### src/rtl/etoq_pkg.sv
// shared types, constants and address helpers for the event time ordered queue
`default_nettype none
package etoq_pkg;

   // storage geometry
   localparam int QUEUE_DEPTH = 64;
   localparam int AW          = (QUEUE_DEPTH > 1) ? $clog2(QUEUE_DEPTH) : 1;
   localparam int CW          = $clog2(QUEUE_DEPTH + 1);
   localparam int OUT_CW      = 7;

   // field widths
   localparam int DATE_W  = 48;
   localparam int RANK_W  = 32;
   localparam int BLOCK_W = 16;
   localparam int TAG_W   = 16;

   // command codes
   localparam logic CMD_INSERT = 1'b0;
   localparam logic CMD_POP    = 1'b1;

   // register indexes
   localparam logic REG_QUEUE_MODE = 1'b0;
   localparam logic REG_MAX_DATE   = 1'b1;

   // queue mode codes
   localparam logic MODE_REALTIME      = 1'b0;
   localparam logic MODE_DETERMINISTIC = 1'b1;

   typedef enum logic [1:0] {
      ST_OK       = 2'd0,
      ST_FULL     = 2'd1,
      ST_EMPTY    = 2'd2,
      ST_NOT_DUE  = 2'd3
   } status_type;

   typedef enum logic [2:0] {
      S_IDLE,
      S_SCAN,
      S_SHIFT,
      S_PLACE,
      S_POPCHK
   } state_type;

   typedef struct packed {
      logic [DATE_W-1:0]  date;
      logic [RANK_W-1:0]  rank;
      logic [BLOCK_W-1:0] block;
      logic [TAG_W-1:0]   tag;
   } entry_type;

   typedef struct packed {
      logic stop;
      logic sub_set;
   } scan_res_type;

   typedef struct packed {
      status_type         status;
      logic               popped_valid;
      logic [DATE_W-1:0]  date;
      logic [TAG_W-1:0]   tag;
      logic [BLOCK_W-1:0] block;
      logic               past_limit;
      logic [OUT_CW-1:0]  queue_count;
      logic [OUT_CW-1:0]  peak_count;
   } resp_type;

   // logical slot to physical slot in the circular store
   function automatic logic [AW-1:0] phys_addr(input logic [AW-1:0] base,
                                                input logic [AW-1:0] offs);
      logic [AW:0] sum;
      sum = {1'b0, base} + {1'b0, offs};
      if (sum >= (AW+1)'(QUEUE_DEPTH)) begin
         sum = sum - (AW+1)'(QUEUE_DEPTH);
      end
      return sum[AW-1:0];
   endfunction

endpackage
`default_nettype wire

### src/rtl/etoq_cmp.sv
// ordering compare unit: decides whether the insert scan stops at one entry
`default_nettype none
module etoq_cmp (
   input  wire etoq_pkg::entry_type     entry,
   input  wire etoq_pkg::entry_type     key,
   input  wire logic                    mode,
   input  wire logic                    sub_scan,
   output etoq_pkg::scan_res_type       res
);

   logic date_lt;
   logic date_eq;
   logic rank_eq;
   logic rank_gt;
   logic block_gt;

   assign date_lt  = entry.date < key.date;
   assign date_eq  = entry.date == key.date;
   assign rank_eq  = entry.rank == key.rank;
   assign rank_gt  = entry.rank > key.rank;
   assign block_gt = entry.block > key.block;

   // stop decision over the date run and the rank / block id tie-break
   always_comb begin
      res.stop    = 1'b0;
      res.sub_set = 1'b0;
      priority if (date_lt) begin
         res.stop = 1'b0;
      end else if (!date_eq) begin
         res.stop = 1'b1;
      end else if (mode == etoq_pkg::MODE_REALTIME) begin
         res.stop = 1'b0;
      end else if (sub_scan) begin
         res.stop = !(rank_eq && !block_gt);
      end else if (entry.rank == '0) begin
         res.stop = 1'b0;
      end else if (rank_gt) begin
         res.stop = 1'b1;
      end else if (rank_eq) begin
         res.stop    = block_gt;
         res.sub_set = !block_gt;
      end else begin
         res.stop = 1'b0;
      end
   end

endmodule
`default_nettype wire

### config.mk
export PLATFORM = sky130hd
export DESIGN_NAME = etoq_cmp
export DESIGN_NICKNAME = d
export VERILOG_FILES = /design/src/rtl/etoq_pkg.sv /design/src/rtl/etoq_cmp.sv
export SDC_FILE = /design/constraint.sdc
export NUM_CORES = 1
export LEC_CHECK = 0
export BUFFER_PORTS_ARGS = -buffer_cell sky130_fd_sc_hd__buf_2
export CAP_MARGIN = 15
export CORE_MARGIN = 2
export CORE_UTILIZATION = 35
export DETAILED_ROUTE_END_ITERATION = 8
export PLACE_DENSITY = 0.82
export SKIP_LAST_GASP = 1
export SYNTH_ARGS = -nofsm -noshare
export SYNTH_HDL_FRONTEND = slang
export SYNTH_SLANG_ARGS = --single-unit
### constraint.sdc
create_clock -name vclk -period 5.98
set_clock_uncertainty 0.05 [all_clocks]
set_input_delay 1.196 -clock vclk [all_inputs]
set_output_delay 1.196 -clock vclk [all_outputs]
set_load 0.01 [all_outputs]
==> Word-level counts from Yosys, hierarchy flattened <==
Index checks and enable logic that the tools add are counted.
W data, S select, Z words.
{ "op_classes": {"mux": 14, "reduce_logical": 4, "n_lt_le_gt_ge": 3, "n_eq_ne": 2} }
{ "ops": {"columns": ["cell", "n"], "rows": [
  ["$eq A48 B48 Y1", 1],
  ["$lt A48 B48 Y1", 1],
  ["$eq A32 B32 Y1", 1],
  ["$gt A32 B32 Y1", 1],
  ["$logic_not A32 Y1", 1],
  ["$gt A16 B16 Y1", 1],
  ["$mux W1", 14],
  ["$logic_not A1 Y1", 2],
  ["$logic_and A1 B1 Y1", 1]
]} }
{ "totals": {"inputBits": 226, "register_bits": 0, "wordCells": 23} }

==> Depth between registers and ports, before layout <==
Gate-level depths: netlist (run 1).
{ "depth": {"depth_word": 9, "ltp_mapped": 9} }

==> Worst setup path after synthesis (run 1) <==
OpenSTA, ideal clock, no wires.
{ "synth_path": {"kind": "input port to output port", "from": "input port key[107] (netlist bit)", "to": "output port res[0] (netlist bit)", "setup_slack_ps": 1330, "t_arrival_ps": 3404, "n_path_buf": 0, "stages": 7, "required_ps": 4734, "path_cell_list": "inv_1 ha_1 nand4_2 or4_4 or4_4 or3_4 nor4_2"} }
{ "synth_rtl": {"columns": ["item", "line", "rtl"], "rows": [
  ["start, declared", "etoq_cmp.sv:5", "input wire etoq_pkg::entry_type key,"],
  ["end, declared", "etoq_cmp.sv:8", "output etoq_pkg::scan_res_type res"]
]} }

==> results of run 1 <==
## stage by stage
| stage | cells | cell area (sq um) | setup slack [ns] |
|---|---|---|---|
| CTS | 658 | 3680 | 1.07 |
| detailed placement | 658 | 3680 | 1.07 |
| global placement | 658 | 3680 | 1.12 |
| floorplan | 363 | 2570 | 1.33 |
| global route | 658 | 3680 | 0.949 |
| finish | 658 | 3680 | 1.07 |
## metal layers
| metal | track usage, % | routed length, microns | up-vias |
|---|---|---|---|
| met2 | 38.7 | 4140 | 116 |
| met3 | 1.93 | 473 | 6 |
| met4 | 1.41 | 47 | 0 |
| met1 | 19.2 | 2960 | 1402 |
| li1 | - | - | 1687 |
| met5 | 0 | 0 | - |
## power by group through the flow
| stage | sequential [mW] | combinational (mW) | clock (mW) |
|---|---|---|---|
| 2_1_floorplan | 0 | 0.114 | 0 |
| 3_3_place_gp | 0 | 0.203 | 0 |
| 3_5_place_dp | 0 | 0.215 | 0 |
| 4_1_cts | 0 | 0.216 | 0 |
| 5_1_grt | 0 | 0.249 | 0 |
| 6_report | 0 | 0.214 | 0 |
## worst paths after layout
| kind | to | startpoint | slack, ns | cells past startpoint |
|---|---|---|---|---|
| setup / recovery | res[0] | key[107] | 1.07 | 9 |
| hold / removal | res[0] | sub_scan | 2.70 | 4 |
## logic make-up after synthesis
group	after synthesis	synth area share, %
buffers and inverters	99	14.5
adder cells (fa/ha/maj)	96	46.7
AND/OR/NAND/NOR	93	21.0
AO/OA/AOI/OAI	75	17.9
## final cells by class
type               instances  area [sq um]  share of cell area, %
inverters                 99           372                   10.1
well taps                 99           124                   3.37
multi-input cells        264          2200                   59.8
repair buffers           196           981                   26.7
## cells in the final DEF, fill, tap and decap left out, drive strengths merged, types with 6 or more instances in the layout
cell	n
buf	196
inv	99
ha	96
a21oi	35
nand2	22
nand4	21
o21ai	12
nor4	11
nand3	9
nor2	9
a211oi	6
## critical path: cells and delay by family
family | cells | cell delay (ns)
AND/OR/NAND/NOR | 5 | 1.87
adder cells (fa/ha/maj) | 1 | 0.31
buffers and inverters | 3 | 0.29
==> reports/metrics.cfg, run 1 <==
[yosys]
synth_cell_types=38
syn_area_sq_um=2570
dominant_cells_by_area_after_synthesis=sky130_fd_sc_hd__ha_1 47%, sky130_fd_sc_hd__inv_1 14%, sky130_fd_sc_hd__a21oi_1 6.8%, sky130_fd_sc_hd__nand4_1 4.9%, sky130_fd_sc_hd__nand2_1 3.2%
post-synth-top-count-cell=sky130_fd_sc_hd__inv_1
post_synth_most_frequent_cells=99 x sky130_fd_sc_hd__inv_1, 96 x sky130_fd_sc_hd__ha_1, 35 x sky130_fd_sc_hd__a21oi_1
syn_inst_count=363
synth_top_area_share_pct=46.7
synth-warning-count=0
synth_area_leader=sky130_fd_sc_hd__ha_1
synthesis.nets=685
post_synth.cell_area_avg_sq_um=7.08
synth_seq_area_share_pct=0

[critical_path]
endpoint_kind=output port
crit_path_max_incr_delay_ns=0.57
timing.critical_path.cells=buf_2, inv_1, ha_1, nand4_2, or4_4, or4_4, or3_4, nor4_2, buf_2
critPathArrivalTime_ns=3.67
critical-path-slowest-cell=sky130_fd_sc_hd__or4_4
crit_required_ns=4.73
crit_type=in2out
worst-path-max-fanout=3
start_kind=input port

[grt]
grt_remaining_overflow=0
grt_use_total_pct=18.0
wire_length_of_the_first_global_routing_pass_mm=12.9
grt_max_degree=5
antenna_found_initial=0
vias_in_the_first_global_route=3278

[floorplan]
die_area_sq_um=8050
boundaryPins=228
floorplan.initialDensity_pct=35.8
die_w_microns=89.7
design.core.area_sq_um=7180
die_y_microns=89.7
fp-row-count=31

[sta]
timing.final.hold_violations=0
timing.slew.headroom_pct=66.3
rsz0062_at_grt=no
fmax_ghz=0.204
max_slew.worst_pin.slew_ns=0.500
setup_viol=0
worst_slack_on_hold_paths_ns=2.70
timing.final.max_slew_violations=0
period_share_pct=82.1
tns_ns=0
layout_min_cycle_time_ns=4.91

[power_and_ir_drop]
p_sw_uw=103
clock_network_power_share_pct=0
fin_total_pwr_uw=214
p_seq_share_pct=0
power.share.switching_pct=48.1
static-leakage-power_nw=2.31
power_per_cell_area_nw_per_um2=58.2
internal_power_uw=111
vdd_ir_drop_max_mv=0.0308
proportion_of_power_drawn_by_combinational_gates_pct=100.0

[detailed_routing]
detail_route.first_pass.iterations=4
drtAntennaViolNets=0
drcViolationCount=0
post_drt_via_cell_ratio=4.88
avgRoutedWirePerCell_microns=11.6
drt_first_iter_violations=36
num_vias=3211
drt_wirelength_mm=7.63

[final_layout]
final_util_pct=51.2
number_of_flip_flops_and_latches=0
fillCellCount=688
ff_latch_area_sq_um=0
finalNetCount=883
diodes=0
clock_buffer_count=0
area_delta_synth_final_pct=43.0
final_layout_size_suffix_gt1_share_pct=36.3

[cts]
cts-resized-gates=0
buffer_count_from_post_cts_setup_fixing=0
cts_hold_repair.buffers=0

[worst_hold_path]
hold_path.class=in2out

[placed_design]
gpl.final_weighted_congestion=0.790
post-dp-hpwl_mm=7.28
io_buffer_count=196

[run]
max_cap_viol_count=0

[run_status]
status=completed

(Power assumes the default switching activity.)
==> run 2: changes to the inputs <==
clock period = 5.05 ns   (was 5.98 ns; I/O delays follow)
==> reports/metrics.cfg, run 2 (synthesized netlist as in run 1, its figures left out) <==
[floorplan]
design.core.area_sq_um=7180
floorplan.initialDensity_pct=35.8
fp-row-count=31
die_w_microns=89.7
die_area_sq_um=8050
die_y_microns=89.7
boundaryPins=228

[final_layout]
number_of_flip_flops_and_latches=0
finalNetCount=883
clock_buffer_count=0
diodes=0
area_delta_synth_final_pct=43.0
finish.cell_count_without_fillers=658
layout.cells.most_common_list=196 x sky130_fd_sc_hd__buf_2, 99 x sky130_fd_sc_hd__inv_1, 96 x sky130_fd_sc_hd__ha_1, 35 x sky130_fd_sc_hd__a21oi_1, 22 x sky130_fd_sc_hd__nand2_1
ff_latch_area_sq_um=0
most_common_library_cell_in_the_layout_ignoring_fill_and_taps=sky130_fd_sc_hd__buf_2
final_layout_size_suffix_gt1_share_pct=36.3

[sta]
setup_viol=0
period_share_pct=89.9
fmax_ghz=0.220
timing.final.max_slew_violations=0
tns_ns=0
timing.final.hold_violations=0
final_critical_path_setup_slack_ns=0.511
timing.slew.headroom_pct=67.2
max_slew.worst_pin.slew_ns=0.488
rsz0062_at_grt=no
layout_min_cycle_time_ns=4.54

[critical_path]
endpoint_kind=output port
worst-path-max-fanout=3
crit_required_ns=3.99
critPathCapture=res[0]
crit_path_max_incr_delay_ns=0.57
critPathArrivalTime_ns=3.48
critPathLaunch=key[107]
start_kind=input port
timing.critical_path.cells=buf_2, inv_1, ha_1, nand4_2, or4_4, or4_4, or3_4, nor4_2, buf_2
critical-path-slowest-cell=sky130_fd_sc_hd__or4_4
crit_type=in2out

[cts]
buffer_count_from_post_cts_setup_fixing=0
cts-resized-gates=0
cts_hold_repair.buffers=0

[grt]
wire_length_of_the_first_global_routing_pass_mm=13.2
vias_in_the_first_global_route=3373
antenna_found_initial=0
grt_use_total_pct=18.4
grt_remaining_overflow=0
grt_max_degree=5

[detailed_routing]
detail_route.first_pass.iterations=4
drcViolationCount=0
drt_wirelength_mm=7.58
num_vias=3232
avgRoutedWirePerCell_microns=11.5
drtAntennaViolNets=0
drt_first_iter_violations=43
post_drt_via_cell_ratio=4.91

[placed_design]
post-dp-hpwl_mm=7.31
gpl.final_weighted_congestion=0.790
post-place-ws_ns=0.493
placed_cells_incl_taps=658
io_buffer_count=196

[run_status]
status=completed

[power_and_ir_drop]
static-leakage-power_nw=2.31
power_per_cell_area_nw_per_um2=68.8
vdd_ir_drop_max_mv=0.0358

[worst_hold_path]
hold_path.class=in2out

[run]
max_cap_viol_count=0

==> run 2: cell counts in the layout (fill, tap and decap cells not counted) <==
No cell type changed its count.
==> run 2: metrics by stage <==
step,instance area (sq um),power (mW),hold slack (ns),utilization (%)
detailed placement,3680,0.254,2.34,51.2
floorplan,2570,0.136,2.10,-
finish,3680,0.253,2.34,51.2
global route,3680,0.295,2.36,51.2
CTS,3680,0.256,2.34,51.2
global placement,3680,0.241,2.32,51.2
==> run 2: worst min-delay path by stage <==
| stage | cells past startpoint | startpoint | end | slack, ns |
|---|---|---|---|---|
| finish | 4 | sub_scan | res[0] | 2.34 |
| global route | 4 | sub_scan | res[0] | 2.36 |
| CTS | 4 | sub_scan | res[0] | 2.34 |
| detailed placement | 4 | sub_scan | res[0] | 2.34 |
| global placement | 4 | sub_scan | res[0] | 2.32 |
| floorplan | 2 | mode | res[0] | 2.10 |
==> run 2: cell type report <==
class              count  area [sq um]
fillers              709          3500
repair buffers       196           981
multi-input cells    264          2200
inverters             99           372
well taps             99           124
==> run 2: layer usage <==
metal | vias up | track usage, % | part of all wire (%)
met5 | - | 0 | 0
met3 | 12 | 2.35 | 6.2
met2 | 116 | 38.4 | 54
li1 | 1689 | - | -
met1 | 1415 | 19.3 | 38
met4 | 0 | 3.72 | 1.5
==> run 2: worst max-delay path: cells and delay by family <==
kind / cells / cell delay [ns]
AND/OR/NAND/NOR: 5 / 1.88
adder cells (fa/ha/maj): 1 / 0.31
buffers and inverters: 3 / 0.28
==> run 2: report_power, final <==
group | total (mW) | switching [mW] | internal (mW)
Clock | 0 | 0 | 0
Sequential | 0 | 0 | 0
Combinational | 0.253 | 0.121 | 0.132
